==> src/hw/rtl/cau_pkg.sv <==
package cau_pkg;

	localparam int DATA_WIDTH = 16;
	localparam int FRAC_BITS  = 8;

	localparam int PROD_W = 2 * DATA_WIDTH;
	localparam int SUM_W  = PROD_W + 1;
	localparam int REM_W  = 3 * DATA_WIDTH + FRAC_BITS + 1;
	localparam int MAG_W  = DATA_WIDTH + 1;
	localparam int NSTG   = DATA_WIDTH + 1;

	localparam int PTR_W      = 2;
	localparam int CNT_W      = PTR_W + 1;
	localparam int FIFO_DEPTH = 1 << PTR_W;

	localparam logic [2:0] CMD_ADD = 3'd0;
	localparam logic [2:0] CMD_SUB = 3'd1;
	localparam logic [2:0] CMD_MUL = 3'd2;
	localparam logic [2:0] CMD_DIV = 3'd3;
	localparam logic [2:0] CMD_INC = 3'd4;

	typedef logic signed [DATA_WIDTH-1:0] word_t;
	typedef logic signed [PROD_W-1:0]     prod_t;

	typedef struct packed {
		logic [2:0] cmd;
		word_t      ar;
		word_t      ai;
		word_t      br;
		word_t      bi;
		prod_t      p_rr;
		prod_t      p_ii;
		prod_t      p_ri;
		prod_t      p_ir;
		prod_t      p_bb;
		prod_t      p_cc;
	} front_ent_t;

	typedef struct packed {
		logic                  is_div;
		logic                  dz;
		logic                  ovf_r;
		logic                  ovf_i;
		logic                  neg_r;
		logic                  neg_i;
		logic [REM_W-1:0]      rem_r;
		logic [REM_W-1:0]      rem_i;
		logic [SUM_W-1:0]      den;
		logic [DATA_WIDTH-1:0] q_r;
		logic [DATA_WIDTH-1:0] q_i;
		logic [MAG_W-1:0]      m_r;
		logic [MAG_W-1:0]      m_i;
	} div_stage_t;

endpackage

==> src/hw/rtl/cau_in_if.sv <==
interface cau_in_if import cau_pkg::*; ();
	logic       valid;
	logic       ready;
	logic [2:0] command;
	word_t      a_real;
	word_t      a_imag;
	word_t      b_real;
	word_t      b_imag;

	modport source (output valid, command, a_real, a_imag, b_real, b_imag, input ready);
	modport sink (input valid, command, a_real, a_imag, b_real, b_imag, output ready);
endinterface

==> src/hw/rtl/cau_front.sv <==
module cau_front import cau_pkg::*; (
	input  logic       clk,
	input  logic       arst_n,
	cau_in_if.sink     operands,
	output front_ent_t ent,
	output logic       ent_valid,
	input  logic       ent_ready
);

	logic       vld_s1;
	front_ent_t ent_s1;
	logic       adv;

	assign adv = !vld_s1 || ent_ready;
	assign operands.ready = adv;

	always_ff @(posedge clk or negedge arst_n) begin
		if (!arst_n) begin
			vld_s1 <= 1'b0;
		end else if (adv) begin
			vld_s1 <= operands.valid;
		end
	end

	always_ff @(posedge clk) begin
		if (adv && operands.valid) begin
			ent_s1.cmd  <= operands.command;
			ent_s1.ar   <= operands.a_real;
			ent_s1.ai   <= operands.a_imag;
			ent_s1.br   <= operands.b_real;
			ent_s1.bi   <= operands.b_imag;
			ent_s1.p_rr <= prod_t'(operands.a_real) * prod_t'(operands.b_real);
			ent_s1.p_ii <= prod_t'(operands.a_imag) * prod_t'(operands.b_imag);
			ent_s1.p_ri <= prod_t'(operands.a_real) * prod_t'(operands.b_imag);
			ent_s1.p_ir <= prod_t'(operands.a_imag) * prod_t'(operands.b_real);
			ent_s1.p_bb <= prod_t'(operands.b_real) * prod_t'(operands.b_real);
			ent_s1.p_cc <= prod_t'(operands.b_imag) * prod_t'(operands.b_imag);
		end
	end

	assign ent       = ent_s1;
	assign ent_valid = vld_s1;

endmodule

==> src/flat_wrapper.sv <==
// flat-port wrapper written by rule: the top's interface ports become plain ports
module cau_front_flat import cau_pkg::*;
  (clk, arst_n, ent, ent_valid, ent_ready, operands_valid, operands_command, operands_a_real, operands_a_imag, operands_b_real, operands_b_imag, operands_ready);
  cau_in_if operands_i ();
  input  logic clk;
  input  logic arst_n;
  output front_ent_t ent;
  output logic ent_valid;
  input  logic ent_ready;
  input wire logic [$bits(operands_i.valid)-1:0] operands_valid;
  input wire logic [$bits(operands_i.command)-1:0] operands_command;
  input wire logic [$bits(operands_i.a_real)-1:0] operands_a_real;
  input wire logic [$bits(operands_i.a_imag)-1:0] operands_a_imag;
  input wire logic [$bits(operands_i.b_real)-1:0] operands_b_real;
  input wire logic [$bits(operands_i.b_imag)-1:0] operands_b_imag;
  output wire logic [$bits(operands_i.ready)-1:0] operands_ready;
  assign operands_i.valid = operands_valid;
  assign operands_i.command = operands_command;
  assign operands_i.a_real = operands_a_real;
  assign operands_i.a_imag = operands_a_imag;
  assign operands_i.b_real = operands_b_real;
  assign operands_i.b_imag = operands_b_imag;
  assign operands_ready = operands_i.ready;
  cau_front u_core (.clk(clk), .arst_n(arst_n), .operands(operands_i), .ent(ent), .ent_valid(ent_valid), .ent_ready(ent_ready));
endmodule
==> config.mk <==
export PLATFORM = sky130hd
export DESIGN_NAME = cau_front_flat
export DESIGN_NICKNAME = d
export VERILOG_FILES = /design/src/hw/rtl/cau_pkg.sv /design/src/hw/rtl/cau_in_if.sv /design/src/hw/rtl/cau_front.sv /design/src/flat_wrapper.sv
export SDC_FILE = /design/constraint.sdc
export NUM_CORES = 2
export LEC_CHECK = 0
export ABC_AREA = 1
export BUFFER_PORTS_ARGS = -buffer_cell sky130_fd_sc_hd__buf_2
export CORE_UTILIZATION = 40
export DETAILED_ROUTE_END_ITERATION = 16
export GPL_ROUTABILITY_DRIVEN = 0
export SLEW_MARGIN = 25
export SYNTH_ARGS = -nofsm -noshare
export SYNTH_HDL_FRONTEND = slang
export SYNTH_SLANG_ARGS = --single-unit
export TNS_END_PERCENT = 30
==> constraint.sdc <==
create_clock -name clk -period 21.3 [get_ports clk]
set_clock_uncertainty 0.05 [all_clocks]
set_input_delay 4.26 -clock clk [delete_from_list [all_inputs] [get_ports clk]]
set_output_delay 4.26 -clock clk [all_outputs]
set_load 0.005 [all_outputs]
; Word level (Yosys, flattened, before mapping)
; Index checks and enable logic that the tools add are counted.
[totals]
ram_bits = 0
latch_bits = 0
memories = 0
inputBits = 71
reg_bits = 260
mem_bits_ro = 0
[op_classes]
add_sub_neg = 0
n_div = 0
reduce_logical = 3
multipliers = 6
shifts = 0
n_lt_le_gt_ge = 0
mux = 0
eq_ne = 0
bitwise = 0
[op_table]
columns = cell, n
row1 = $mul 16x16->32, 6
row2 = $logic_and 1x1->1, 1
row3 = $logic_not 1->1, 1
row4 = $logic_or 1x1->1, 1

; Depth between registers and ports, before layout
[depth]
depth_word = 3
mapped_depth = 28

; Worst setup path before layout
; Ideal clock, no wire load.
[synth_timing]
path_type = input to register
startpoint = in operands_valid
endpoint = reg u_core.ent_s1, in the netlist u_core.ent[0], enable pin
arrival_ns = 16.530
stages = 2
setup_ns = 0.955
required_ns = 20.295
n_path_buf = 0
setup_slack_ns = 3.765
path_cell_list = inv_1 -> a21oi_1
[synth_between]
elab_chain_len = 1
[synth_rtl]
columns = element, line_no
row1 = start: declaration, flat_wrapper.sv:10  ; input wire logic [$bits(operands_i.valid)-1:0] operands_valid;
row2 = $logic_and 1x1->1, cau_front.sv:26  ; if (adv && operands.valid) begin
row3 = end: declaration, cau_front.sv:11  ; front_ent_t ent_s1;
; No other way between the ends.
; A chain may end at the register's enable or synchronous reset.

; Worst setup path in the final report
[layout_timing]
startpoint = in operands_b_imag[2]
endpoint = reg u_core.ent_s1, in the netlist u_core.ent[127], data pin
[layout_between]
elab_chain_len = 1
[layout_rtl]
columns = element, line_no
row1 = start: declaration, flat_wrapper.sv:15  ; input wire logic [$bits(operands_i.b_imag)-1:0] operands_b_imag;
row2 = $mul 16x16->32, cau_front.sv:34  ; ent_s1.p_ri <= prod_t'(operands.a_real) * prod_t'(operands.b_imag);
; No other way between the ends.

==> summary.txt <==
Outcome
  – Outcome: finished, final reports clean

STA
  – Rel. slew slack: 29.3%
  – Final setup vio count: 0
  – Fin worst setup slack: between 10 and 15 ns
  – Crit share post-route: around half
  – Pins Over Slew Limit: 0
  – Final Critical Period: about 10 ns
  – Sum Neg Setup Slack: 0 ns
  – Worst Max-Slew Pin Slew: 1.06 ns
  – Max Fclk: ~98 MHz
  – Fin. Hold Viols: 0
  – RSZ-0062 raised after global routing: false

Floorplan
  – Starting Density: 40.3%
  – Die height: roughly 420 um
  – Die width: about 420 um
  – Standard-cell rows: between 150 and 200
  – Core ar.: roughly 0.17 mm2
  – I/O Pins: roughly 330
  – Die ar.: about 0.18 mm2

Logic synthesis
  – Top cells by count, synth: inv_1, nand2_1, fa_1
  – Adder-cell share of the synthesized area: between 50% and 60%
  – Syn. warnings: 0
  – Synth Flop Type: edfxtp_1
  – Synth Register Bits: around 260
  – Largest area contributor in the netlist: fa_1
  – Largest family of logic cells by synthesized area: adder cells
  – Mux cell area share after synthesis: 0%
  – EDFF count, synth: approximately 260
  – Post-synthesis simple-gate area fraction: 16.7%
  – Avg Inst Size Synth: approximately 8 um2
  – Sequential fraction of the synthesis area: a little over a tenth
  – Area contributors post-synth: fa_1, inv_1, nand2_1, edfxtp_1, ha_1
  – Xor/xnor share of the synthesized area: under 10%
  – Synth Area in Compound Gates: 2.07%
  – Post-Syn Area: 0.0702 mm2
  – Synth cell types: 37
  – FFs w/ async S/R, synth: less than 1%
  – Top-count cell post-synth: inv_1
  – Yosys top cell area share: a little over two fifths
  – Post-Synthesis Cells: roughly 8.6k

Critical path
  – RR Endpoint: u_core.ent[162]
  – Startpoint types: primary input
  – Critical Path End: u_core.ent[127]
  – Maximum fanout along the worst path: 33
  – Required time worst endpoint: between 20 and 25 ns
  – Worst EP arrival: between 10 and 15 ns
  – Cells on worst reg2reg path: 3
  – Reg-to-Reg Start: u_core.ent_valid
  – Crit Path Category: in -> reg
  – Critical Path End Type: register
  – Start point of the critical path: operands_b_imag[2]
  – Flop2flop setup slack: 18.14 ns

Placement
  – Inst Count DP: about 11k
  – IO Port Bufs: between 300 and 400
  – Final HPWL DP: roughly 140,000 um
  – Dpl ws: around 10 ns

Global routing
  – First-pass GRT wire length: 309,000 um
  – Global router's overall resource usage: 21.8%
  – Largest net degree at the start of global routing: between 100 and 150
  – Global route total overflow: 0
  – Initial antenna violation count: 6
  – Vias in the first global route: around 58k

Cells and area
  – Register Area: 0.00768 mm2
  – FILL cells: approximately 18k
  – Multi-input logic area: about 0.051 mm2
  – Layout area overhead: 7.45%
  – Util after Layout: between 40% and 50%
  – Post-route insts no fill: 11.1k
  – Nets: 10.9k
  – Share of layout cells above drive strength 1: approximately 6%

Clock network
  – Setup bufs post-CTS: 0
  – Worst-skew pair later-pin latency: just over 0.6 ns
  – CTS buffer count: 38
  – Longest Clk Path Bufs: 3
  – Clk sink count: 256
  – Worst-path clk slew: roughly 0.060 ns
  – Clk root buf: clkbuf_16
  – Post-CTS sizing: 0
  – CTS Hold Buffers Added: 0
  – CTS tree: built
  – H-tree levels: 2

Route
  – Via count: 53.3k
  – Vias/cell: 4.79
  – Total Wirelength: 186,000 um
  – WL per Instance: between 15 and 20 um
  – DRC: 0
  – Final antenna-violating net count: 0
  – TritonRoute pass-1 iters: 7
  – Iteration-0 DRC count of the detailed router: 3,510

Job
  – Max cap viols: 0

Hold path
  – Worst min path class: reg -> reg
worst max-delay path: stages:
cell     delay [ns]
buf_2          0.50
buf_4          0.54
nand2_1        0.17
inv_1          0.12
fa_1           0.58
fa_1           0.93
fa_1           0.54
fa_1           0.51
fa_1           0.49
inv_1          0.05
fa_1           0.47
inv_1          0.04
ha_1           0.38
nand2_2        0.12
nor2_2         0.14
inv_1          0.07
nor2_2         0.15
and2_1         0.16
nand2_1        0.07
inv_1          0.06
nor2_1         0.04
nand2_1        0.04
nand2_1        0.05
through the flow:
step | cell area [um2] | hold slack, ns
after global placement | 74300 | 0.502
final | 75500 | 0.530
after detailed placement | 74300 | 0.524
after global routing | 75500 | 0.574
after floorplan | 70200 | 0.478
after CTS | 75500 | 0.539
metal layers:
metal  GRT usage (%)  part of all wire, %  vias up
met2            37.7                   49     1542
li1                -                    -    24752
met5               0                0.019        -
met3            2.64                  5.9      227
met1            29.1                   43    26787
met4            4.89                  2.3        6
cell type report:
type / count / area share, %
Antenna cell: 1 / 0.00332
Tap cell: 2325 / 3.85
Timing Repair Buffer: 389 / 2.79
Multi-Input combinational cell: 5336 / 67.9
Clock inverter: 27 / 0.295
Clock buffer: 43 / 1.31
Inverter: 2755 / 13.7
Sequential cell: 256 / 10.2
worst min path at each step:
stage | start | to | cells after the start
after floorplan | u_core.ent_valid | u_core.ent_valid | 2
after global placement | u_core.ent_valid | u_core.ent_valid | 2
after detailed placement | u_core.ent_valid | u_core.ent_valid | 2
after CTS | u_core.ent_valid | u_core.ent_valid | 2
after global routing | u_core.ent_valid | u_core.ent_valid | 2
final | u_core.ent_valid | u_core.ent_valid | 2
registers in the layout, indices dropped and copies added, names as in the netlist:
signal / flops
u_core.ent: 255
u_core.ent_valid: 1
logic make-up after synthesis:
group,after synthesis
buffers and inverters,3018
xor gates and xnor gates,145
and+or+nand+nor,2898
AOI/OAI and AO/OA,261
other,1
adders and majority gates,2030
DFF,256
cells in the final DEF (no fill, tap or decap), drive strengths merged, types with 16 or more instances in the layout:
cell / n
inv: 2760
nand3: 210
o21bai: 41
nand2: 2234
o21ai: 53
nand3b: 16
nor2: 301
clkbuf: 43
nand4: 72
xnor2: 22
a21oi: 150
nor3: 50
edfxtp: 255
ha: 516
xor2: 123
buf: 389
fa: 1514
Power is left out: the tool's default activity adds up to more than one toggle a clock period on the data nets, which glitch-free logic cannot reach.
