`src/hw/rtl/cau_pkg.sv`:
```
package cau_pkg;

	localparam int DATA_WIDTH = 16;
	localparam int FRAC_BITS  = 8;

	localparam int PROD_W = 2 * DATA_WIDTH;
	localparam int SUM_W  = PROD_W + 1;
	localparam int REM_W  = 3 * DATA_WIDTH + FRAC_BITS + 1;
	localparam int MAG_W  = DATA_WIDTH + 1;
	localparam int NSTG   = DATA_WIDTH + 1;

	localparam int PTR_W      = 2;
	localparam int CNT_W      = PTR_W + 1;
	localparam int FIFO_DEPTH = 1 << PTR_W;

	localparam logic [2:0] CMD_ADD = 3'd0;
	localparam logic [2:0] CMD_SUB = 3'd1;
	localparam logic [2:0] CMD_MUL = 3'd2;
	localparam logic [2:0] CMD_DIV = 3'd3;
	localparam logic [2:0] CMD_INC = 3'd4;

	typedef logic signed [DATA_WIDTH-1:0] word_t;
	typedef logic signed [PROD_W-1:0]     prod_t;

	typedef struct packed {
		logic [2:0] cmd;
		word_t      ar;
		word_t      ai;
		word_t      br;
		word_t      bi;
		prod_t      p_rr;
		prod_t      p_ii;
		prod_t      p_ri;
		prod_t      p_ir;
		prod_t      p_bb;
		prod_t      p_cc;
	} front_ent_t;

	typedef struct packed {
		logic                  is_div;
		logic                  dz;
		logic                  ovf_r;
		logic                  ovf_i;
		logic                  neg_r;
		logic                  neg_i;
		logic [REM_W-1:0]      rem_r;
		logic [REM_W-1:0]      rem_i;
		logic [SUM_W-1:0]      den;
		logic [DATA_WIDTH-1:0] q_r;
		logic [DATA_WIDTH-1:0] q_i;
		logic [MAG_W-1:0]      m_r;
		logic [MAG_W-1:0]      m_i;
	} div_stage_t;

endpackage

```
`src/hw/rtl/cau_fifo.sv`:
```
module cau_fifo import cau_pkg::*; (
	input  logic       clk,
	input  logic       arst_n,
	input  front_ent_t wr_ent,
	input  logic       wr_valid,
	output logic       wr_ready,
	output front_ent_t rd_ent,
	output logic       rd_valid,
	input  logic       rd_ready
);

	front_ent_t       mem_q [FIFO_DEPTH];
	logic [PTR_W-1:0] wr_ptr_q;
	logic [PTR_W-1:0] rd_ptr_q;
	logic [CNT_W-1:0] cnt_q;
	logic             push;
	logic             pop;

	assign wr_ready = cnt_q != CNT_W'(FIFO_DEPTH);
	assign rd_valid = cnt_q != '0;
	assign push     = wr_valid && wr_ready;
	assign pop      = rd_valid && rd_ready;
	assign rd_ent   = mem_q[rd_ptr_q];

	always_ff @(posedge clk or negedge arst_n) begin
		if (!arst_n) begin
			wr_ptr_q <= '0;
			rd_ptr_q <= '0;
			cnt_q    <= '0;
		end else begin
			if (push) begin
				wr_ptr_q <= wr_ptr_q + 1'b1;
			end
			if (pop) begin
				rd_ptr_q <= rd_ptr_q + 1'b1;
			end
			if (push && !pop) begin
				cnt_q <= cnt_q + 1'b1;
			end else if (pop && !push) begin
				cnt_q <= cnt_q - 1'b1;
			end
		end
	end

	always_ff @(posedge clk) begin
		if (push) begin
			mem_q[wr_ptr_q] <= wr_ent;
		end
	end

	a_cnt_range: assert property (@(posedge clk) disable iff (!arst_n)
		cnt_q <= CNT_W'(FIFO_DEPTH))
		else $error("queue count out of range");

	a_pop_only: assert property (@(posedge clk) disable iff (!arst_n)
		pop && !push |=> cnt_q == $past(cnt_q) - 1'b1)
		else $error("queue count not decremented on pop");

endmodule

```
`config.mk`:
```
export PLATFORM = sky130hd
export DESIGN_NAME = cau_fifo
export DESIGN_NICKNAME = d
export VERILOG_FILES = /design/src/hw/rtl/cau_pkg.sv /design/src/hw/rtl/cau_fifo.sv
export SDC_FILE = /design/constraint.sdc
export NUM_CORES = 1
export LEC_CHECK = 0
export ABC_AREA = 1
export CELL_PAD_IN_SITES_DETAIL_PLACEMENT = 0
export CELL_PAD_IN_SITES_GLOBAL_PLACEMENT = 1
export CORE_MARGIN = 2
export CORE_UTILIZATION = 47
export CTS_BUF_LIST = sky130_fd_sc_hd__clkbuf_16
export DETAILED_ROUTE_END_ITERATION = 10
export DONT_BUFFER_PORTS = 1
export GPL_TIMING_DRIVEN = 0
export HOLD_SLACK_MARGIN = 0.12
export PLACE_DENSITY_LB_ADDON = 0.15
export SLEW_MARGIN = 20
export SYNTH_ARGS = -nofsm -noshare
export SYNTH_HDL_FRONTEND = slang
export SYNTH_SLANG_ARGS = --single-unit
export TNS_END_PERCENT = 5
```
`constraint.sdc`:
```
create_clock -name clk -period 11.8 [get_ports clk]
set_input_delay 2.36 -clock clk [delete_from_list [all_inputs] [get_ports clk]]
set_output_delay 2.36 -clock clk [all_outputs]
set_load 0.01 [all_outputs]
```
### Yosys cells after proc, flatten, opt, wreduce, memory -nomap -nowiden

Memory sizes are Yosys's and may differ from the RTL's.
Cells that the tools add are included.

* add/subtract/negate cells: 4
* eq/ne operators: 1
* multiplexer cells: 4
* reduce and logical (&&, ||, !) cells: 8

Operators with widths (number)
* two-way mux 3 bit: 2
* adder 2 x 1 -> 2 bit, second input constant: 2
* logical AND 1 bit: 4
* adder 3 x 1 -> 3 bit, second input constant: 1
* != test 3 bit, second input constant: 1
* nonzero test 3 bit: 1
* subtractor 3 x 1 -> 3 bit, second input constant: 1
* zero test 1 bit: 2
* two-way mux 1 bit: 2
* nonzero test 2 bit: 1

* bits in registers: 7
* RAM bits: 1036
* input port bits: 263
* output and inout bits: 261
* logic and storage cells: 21
* memories kept: 1

Memory list
* mem_q: words 4, width 259, read ports 1, clocked after memory_dff 0, wr ports 1, line cau_fifo.sv:12 `front_ent_t mem_q [FIFO_DEPTH];`

### Depth between registers and ports, before layout

Gate-level depths: netlist of run 1.

* depth in word-level cells: 6
* gate-level depth with buffers: 12
* mapped depth without buffers: 12

### Least setup slack after synthesis of run 1

Ideal clock, no wire load.

* path type: in2reg
* from: input wr_valid
* to: memory mem_q[0][0] (netlist bit) (enable)
* setup time: 0.885 ns
* arrival time: 13.237 ns
* setup slack: -2.322 ns
* stages: 2
* cell sequence: nand2_1 > nor2_1

* cells in the longest elaborated chain, start to end: 3

RTL lines
* from (decl): line cau_fifo.sv:5 `input logic wr_valid,`
* logical AND 1 bit: line cau_fifo.sv:21 `assign push = wr_valid && wr_ready;`
* two-way mux 1 bit: line cau_fifo.sv:46 `if (push) begin`
* two-way mux 1 bit (not written as such): line cau_fifo.sv:47 `mem_q[wr_ptr_q] <= wr_ent;`
* to (decl): line cau_fifo.sv:12

Every way passes these cells.

==> results of run 1 <==
-- state kept, by name, summed over array words and instances (netlist names) --
name and flops:
mem_q 1036, cnt_q 3, rd_ptr_q 2, wr_ptr_q 2
-- logic make-up after synthesis --
group                      synth area share, %
DFF                                      75.08
AOI/OAI and AO/OA                        9.344
and+or+nand+nor                          7.287
adders and majority gates               0.1982
xor gates and xnor gates               0.02102
buffers and inverters                    8.071
-- how the worst min path moves through the flow --
stage                              start              endpoint  slack, ns  cells past startpoint
floorplan           cnt_q[2]$_DFFE_PN0P_  cnt_q[2]$_DFFE_PN0P_       0.46                      2
global placement    cnt_q[2]$_DFFE_PN0P_  cnt_q[2]$_DFFE_PN0P_       0.48                      2
detailed placement  cnt_q[2]$_DFFE_PN0P_  cnt_q[2]$_DFFE_PN0P_       0.51                      2
CTS                 cnt_q[2]$_DFFE_PN0P_  cnt_q[2]$_DFFE_PN0P_       0.53                      2
global route        cnt_q[2]$_DFFE_PN0P_  cnt_q[2]$_DFFE_PN0P_       0.57                      2
finish              cnt_q[2]$_DFFE_PN0P_  cnt_q[2]$_DFFE_PN0P_       0.53                      2
-- final cells by class --
cell class | instances | area [um^2] | share of cell area (%)
antenna | 1 | 2.502 | 0.005211
buffer | 172 | 1359 | 2.829
clock buffer | 108 | 2703 | 5.628
clock inverter | 88 | 732.0 | 1.524
inverter | 534 | 2004 | 4.174
multi-input combinational | 1332 | 7052 | 14.68
sequential | 1043 | 31290 | 65.15
tap | 1165 | 1458 | 3.035
timing repair buffer | 60 | 1429 | 2.975
-- per-stage QoR --
stage | TNS, ns | instance area, um^2 | instances | setup slack, ns | power (mW)
after floorplan | -2405.80 | 41670 | 3081 | -2.322 | 8.147
final | 0 | 48020 | 4503 | 6.698 | 12.77
after detailed placement | 0 | 44590 | 4306 | 7.049 | 9.677
after CTS | 0 | 48020 | 4502 | 6.585 | 12.94
after global routing | 0 | 48020 | 4502 | 6.501 | 13.43
after global placement | - | 43130 | 4246 | -12.41 | 9.937
-- critical path, cell delays in order, from the launching register on --
cell and delay [ns]:
dfrtp_1 0.31, buf_2 0.34, buf_2 0.47, buf_2 0.42
o211ai_1 0.14, nand2_1 0.34
-- cells in the final DEF (no fill, tap or decap), types with 2 or more instances in the layout --
cell        instances
nand2_1           794
clkinv_2           23
buf_12             28
inv_1             543
edfxtp_1         1036
o211ai_1          518
inv_2               2
clkbuf_1           16
buf_16             31
clkinvlp_4          6
ha_1                5
clkinv_8            2
inv_6               3
bufinv_16          10
clkbuf_16         108
clkinv_1           30
dfrtp_1             7
buf_6              80
nand3_1             7
buf_2              69
nor2_4              4
buf_4               7
-- power groups by stage --
stage	clock network, mW	logic [mW]	registers, mW
after floorplan	0	2.77	5.38
after global placement	0	4.22	5.72
after detailed placement	0	4.60	5.08
after CTS	3.33	4.61	5.00
after global routing	3.48	4.90	5.05
final	3.26	4.51	5.00
-- routing by layer --
metal / share of wire [%] / GRT usage [%] / wire length, um / up-vias
met5: 0 / 0 / 0 / -
met4: 3.9 / 9.665 / 4205 / 0
met3: 8.8 / 7.477 / 9424 / 187
met2: 49 / 38.88 / 52730 / 744
met1: 38 / 28.03 / 40720 / 11830
li1: - / - / - / 11160
==> results by group, run 1 <==
STA
  • Unrepaired setup endpoints after global routing: no
  • Fmax: 196.0 MHz
  • Crit path time final: 5.102 ns
  • Final setup viols: 0
  • Max-slew headroom: 52.29%
  • Final hold vios: 0
  • Worst Max-Slew Pin Slew: a little over 0.7 ns
  • Max Slew Vio Count: 0
  • Final Cycle Share: a little over two fifths
  • Hold WS: 0.5303 ns
  • Skew final: 0.01571 ns

Logic synthesis
  • Area leader, netlist: edfxtp_1
  • Post-Syn Area: 41,670 um^2
  • Syn Nets: 3,350
  • Post-Synthesis Cells: 3,081
  • Seq cells post-synth: 1,043
  • Synth top area share: 74.66%
  • Async SR Flop Fraction: less than 1%
  • Synth area leaders: edfxtp_1, o211ai_1, nand2_1
  • EDFF count, synth: 1,036
  • Sequential share of the synthesized area: 75.08%
  • Commonest cells in the netlist: edfxtp_1, nand2_1, inv_1
  • Yosys cell types: 17
  • Syn. warnings: 0
  • Syn Area/Cell: around 14 um^2
  • Count leader, synth: edfxtp_1
  • Main synth FF type: edfxtp_1

Global routing
  • Vias in the first global route: about 24,000
  • First-pass GRT wire length: 154.8 mm
  • GRT Total Usage: roughly a quarter
  • Initial antenna violation count: 2
  • GR Overflow Total: 0
  • Largest net degree at the start of global routing: 22

Detailed routing
  • Initial drt markers: 1,760
  • DR vias/cell: around 5.3
  • DRC: 0
  • Final WL: around 110 mm
  • Routed Antenna Nets: 0
  • Overall via count from detail_route: 23,920
  • Detailed-router iteration count before antenna repair: 5
  • DR WL/cell: 23.78 um

Run
  • Max_cap viols: 0

Setup path
  • Critical path fanouts, max: 10
  • Worst setup EP type: primary output
  • Startpoint types: flip-flop
  • Req. time, crit path: 9.44 ns
  • CP Data Arrival Time: 2.74 ns
  • Worst R2R Start: cnt_q[0]$_DFFE_PN0P_
  • WS Path Type: flip-flop to primary output
  • Worst R2R Path Depth: 11
  • Worst reg2reg path endpoint: mem_q[1][115]$_DFFE_PP_
  • Worst setup path start: rd_ptr_q[1]$_DFFE_PN0P_
  • R2r setup slk: ~8.6 ns
  • Crit path to: rd_ent[80]

CTS
  • Latest clock arrival within the worst-skew pair: 0.69 ns
  • Post-CTS setup buffer count: 0
  • CTS H-tree lvls: 3
  • CTS resizes: 0
  • CTS root buf: clkbuf_16
  • CTS tree: done
  • Clk sink count: between 1,000 and 1,500
  • Clk pin slew, worst setup/hold paths: 0.06 ns
  • Clk buf depth: 3
  • Cts hold-fix bufs: 0
  • CTS buffer count: 108

Power
  • Sw Share: between 30% and 40%
  • Clock network power share: between 20% and 30%
  • Pleak: 18.46 nW
  • Pwr dens: 266.0 nW/um^2
  • Power Internal: 8.036 mW
  • Switching power of the nets: 4.738 mW
  • Seq pwr share: 39.1%
  • Comb power frac: 35.3%
  • Max IR drop VDD: 0.1624 mV

Run status
  • Status: finished, final reports clean

Layout
  • Ratio of cells with drive above 1 in the final layout: 11.30%
  • Layout Nets: around 3,500
  • Fillcell total: 7,113
  • Final Util: 54.51%
  • Layout area overhead: 15.25%

Placed design
  • Port buffer count: 0
  • Gpl congestion: about 0.78
  • Final HPWL DP: between 70 and 80 mm

Floorplan
  • Die W: 301.8 um
  • I/O pin total: 524
  • Initial Util: 47.30%
  • Core footprint: 88,100 um^2
  • Die area: roughly 90,000 um^2
  • Std cell rows: 109
  • Die H: roughly 300 um

Hold path
  • Worst hold path type: flip-flop to flip-flop
(Power assumes the default switching activity.)
==> inputs of run 2 (changes only) <==
ABC_AREA = 0   (was 1)
CORE_UTILIZATION = 50   (was 47)
clock period = 4.1 ns   (was 11.8 ns; I/O delays follow)
==> run 2 against run 1 <==
Clock power increased to 2.8 times the previous value. Synthesized cell count fell by 55%. Sequential share of layout area is 7.7 points higher. Largest cell class unchanged. Critical endpoint is now rd_ent[201].
==> results by group, run 2 <==
Run status
  • Status: finished, final reports clean (unchanged)

Power
  • Max IR drop VDD: 0.4453 mV (was 0.1624 mV)
  • Pwr dens: 750.5 nW/um^2 (was 266.0 nW/um^2)
  • Pleak: 13.54 nW (was 18.46 nW)
  • Overall Power: 32.22 mW (was 12.77 mW)

Detailed routing
  • Initial drt markers: 1,112 (was 1,760)
  • DR vias/cell: 5.799 (was 5.311)
  • DRC: 0 (unchanged)
  • DR WL/cell: 29.20 um (was 23.78 um)
  • Routed Antenna Nets: 0 (unchanged)
  • Final WL: 75.19 mm (was 107.1 mm)
  • Detailed-router iteration count before antenna repair: 5 (unchanged)
  • Overall via count from detail_route: 14,930 (was 23,920)

Global routing
  • Largest net degree at the start of global routing: 47 (was 22)
  • GRT Total Usage: 19.40% (was 23.31%)
  • Initial antenna violation count: 2 (unchanged)
  • GR Overflow Total: 0 (unchanged)
  • Vias in the first global route: 16,010 (was 23,710)
  • First-pass GRT wire length: 108.3 mm (was 154.8 mm)

CTS
  • Post-CTS setup buffer count: 0 (unchanged)
  • CTS buffer count: 103 (was 108)
  • Latest clock arrival within the worst-skew pair: 0.66 ns (was 0.69 ns)
  • Clk pin slew, worst setup/hold paths: 0.06 ns (about the same)
  • CTS root buf: clkbuf_16 (unchanged)
  • CTS tree: done (unchanged)
  • Clk buf depth: 3 (unchanged)
  • Clk sink count: 1,043 (unchanged)
  • CTS H-tree lvls: 3 (unchanged)

STA
  • Unrepaired setup endpoints after global routing: no (unchanged)
  • Skew final: 0.01971 ns (was 0.01571 ns)
  • Worst Max-Slew Pin Slew: 0.8851 ns (was 0.7140 ns)
  • Final Cycle Share: 89.13%
  • Max Slew Vio Count: 0 (unchanged)
  • Max-slew headroom: 41.00% (was 52.29%)
  • Final hold vios: 0 (unchanged)
  • Final setup viols: 0 (unchanged)
  • Crit path time final: 3.654 ns
  • Fmax: 273.7 MHz

Floorplan
  • I/O pin total: 524 (unchanged)
  • Std cell rows: 100 (was 109)
  • Core footprint: 74,570 um^2 (was 88,100 um^2)
  • Die H: 278.8 um (was 301.8 um)
  • Die area: 77,750 um^2 (was 91,060 um^2)
  • Die W: 278.8 um (was 301.8 um)
  • Initial Util: 50.65% (was 47.30%)

Setup path
  • Worst setup EP type: primary output (unchanged)
  • CP Data Arrival Time: 2.83 ns (was 2.74 ns)
  • Req. time, crit path: 3.28 ns (was 9.44 ns)
  • R2r setup slk: 1.40 ns (was 8.60 ns)
  • Startpoint types: flip-flop (unchanged)
  • WS Path Type: flip-flop to primary output (unchanged)
  • Critical path fanouts, max: 10 (unchanged)
  • Worst R2R Path Depth: 6 (was 11)

Layout
  • Final Util: 57.56% (was 54.51%)
  • Most common cell after layout, fill and taps aside: edfxtp_1 (unchanged)
  • Layout Nets: 1,788 (was 3,520)
  • Layout area overhead: 13.65% (was 15.25%)
  • Ratio of cells with drive above 1 in the final layout: 30.16% (was 11.30%)
  • Fillcell total: 5,310 (was 7,113)
  • Largest regs: mem_q: 1036 flops, cnt_q: 3 flops (unchanged)
  • Most frequent cells in the layout: edfxtp_1, mux4_2, clkbuf_16, buf_2, clkinv_1 (was edfxtp_1, nand2_1, inv_1, o211ai_1, clkbuf_16)
  • Max reg flops: 1,036 (unchanged)
  • Reg with most FFs: mem_q (unchanged)

Logic synthesis
  • Sequential share of the synthesized area: 82.83% (was 75.08%)
  • Syn Area/Cell: 27.21 um^2 (was 13.52 um^2)
  • Area leader, netlist: edfxtp_1 (unchanged)
  • Count leader, synth: edfxtp_1 (unchanged)
  • Syn. warnings: 0 (unchanged)
  • EDFF count, synth: 1,036 (unchanged)
  • Async SR Flop Fraction: 0.6711% (unchanged)
  • Post-Syn Area: 37,770 um^2 (was 41,670 um^2)
  • Synth top area share: 82.37% (was 74.66%)
  • Post-Synthesis Cells: 1,388 (was 3,081)
  • Synth area leaders: edfxtp_1, mux4_2, buf_6 (was edfxtp_1, o211ai_1, nand2_1)
  • Main synth FF type: edfxtp_1 (unchanged)
  • Syn Nets: 1,657 (was 3,350)
  • Yosys cell types: 18 (was 17)
  • Commonest cells in the netlist: edfxtp_1, mux4_2, buf_2 (was edfxtp_1, nand2_1, inv_1)
  • Seq cells post-synth: 1,043 (unchanged)

Placed design
  • Final HPWL DP: 48.81 mm (was 72.57 mm)
  • Gpl congestion: 0.7311 (was 0.7788)
  • Port buffer count: 0 (unchanged)

Run
  • Max_cap viols: 0 (unchanged)

Hold path
  • Worst hold path type: primary input to flip-flop (was flip-flop to flip-flop)
  • Hold depth: 0 (was 2)
## run 2: layer usage
| metal | wire length, um | up-vias | global-route usage [%] | share of wire [%] |
|---|---|---|---|---|
| li1 | - | 6321 | - | - |
| met1 | 26220 | 8047 | 21.76 | 35 |
| met2 | 39740 | 447 | 33.70 | 53 |
| met3 | 7160 | 116 | 8.116 | 9.5 |
| met4 | 2057 | 2 | 6.052 | 2.7 |
| met5 | 13 | - | 0 | 0.017 |
## run 2: metrics by stage
step                setup slack, ns  setup TNS [ns]  hold WS (ns)  instances  area (um^2)
finish                       0.4459               0        0.2506       2575        42920
global route                 0.3026               0        0.2161       2575        42920
CTS                          0.2961               0        0.2111       2574        42920
detailed placement            1.021               0        0.5224       2382        39630
global placement             -3.343        -3425.74        0.5194       2357        38990
floorplan                   -0.6509         -674.38        0.4926       1388        37770
## run 2: cell families (layout without fill, tap and decap cells)
group	Yosys count	count (layout)	share of synthesized area [%]
AO/OA/AOI/OAI	1	1	0.02981
flip-flops	1043	1043	82.83
XOR/XNOR	6	6	0.1391
AND/OR/NAND/NOR	10	10	0.1358
adder cells (fa/ha/maj)	6	6	0.2186
other	0	1	0
multiplexers	261	261	15.50
buffers and inverters	61	278	1.140
## run 2: final timing paths
check | startpoint | end
max reg2reg | cnt_q[0]$_DFFE_PN0P_ | mem_q[0][57]$_DFFE_PP_
max in group asynchronous | arst_n | wr_ptr_q[0]$_DFFE_PN0P_
max | rd_ptr_q[1]$_DFFE_PN0P_ | rd_ent[201]
min reg2reg | cnt_q[2]$_DFFE_PN0P_ | cnt_q[2]$_DFFE_PN0P_
min | wr_ent[209] | mem_q[1][209]$_DFFE_PP_
min in group asynchronous | arst_n | rd_ptr_q[1]$_DFFE_PN0P_
## run 2: cell type report
cell class / instances / area [um^2] / area share [%]
diodes: 1 / 2.502 / 0.005830
plain buffers: 58 / 419.2 / 0.9765
repair buffers: 26 / 653.1 / 1.522
clock buffers: 105 / 2628 / 6.121
inverters: 3 / 11.26 / 0.02623
well taps: 969 / 1212 / 2.824
clock inverters: 86 / 650.6 / 1.516
flip-flops and latches: 1043 / 31290 / 72.88
multi-input cells: 284 / 6063 / 14.13
## run 2: repair_timing
| item | CTS | global route |
|---|---|---|
| resized for setup | 0 | 0 |
| hold buffers | 1 | 0 |
| endpoints found under the hold margin | 7 | 0 |
## run 2: critical path: stages, from the launching register on
cell,delay (ns)
dfrtp_1,0.31
buf_2,0.22
clkbuf_1,0.69
buf_2,0.45
mux4_2,0.50
## run 2: power breakdown
group          internal (mW)  total, mW  switching (mW)
logic                   3.49       8.81            5.32
registers               14.1       14.4           0.381
clock network           5.16       8.98            3.82
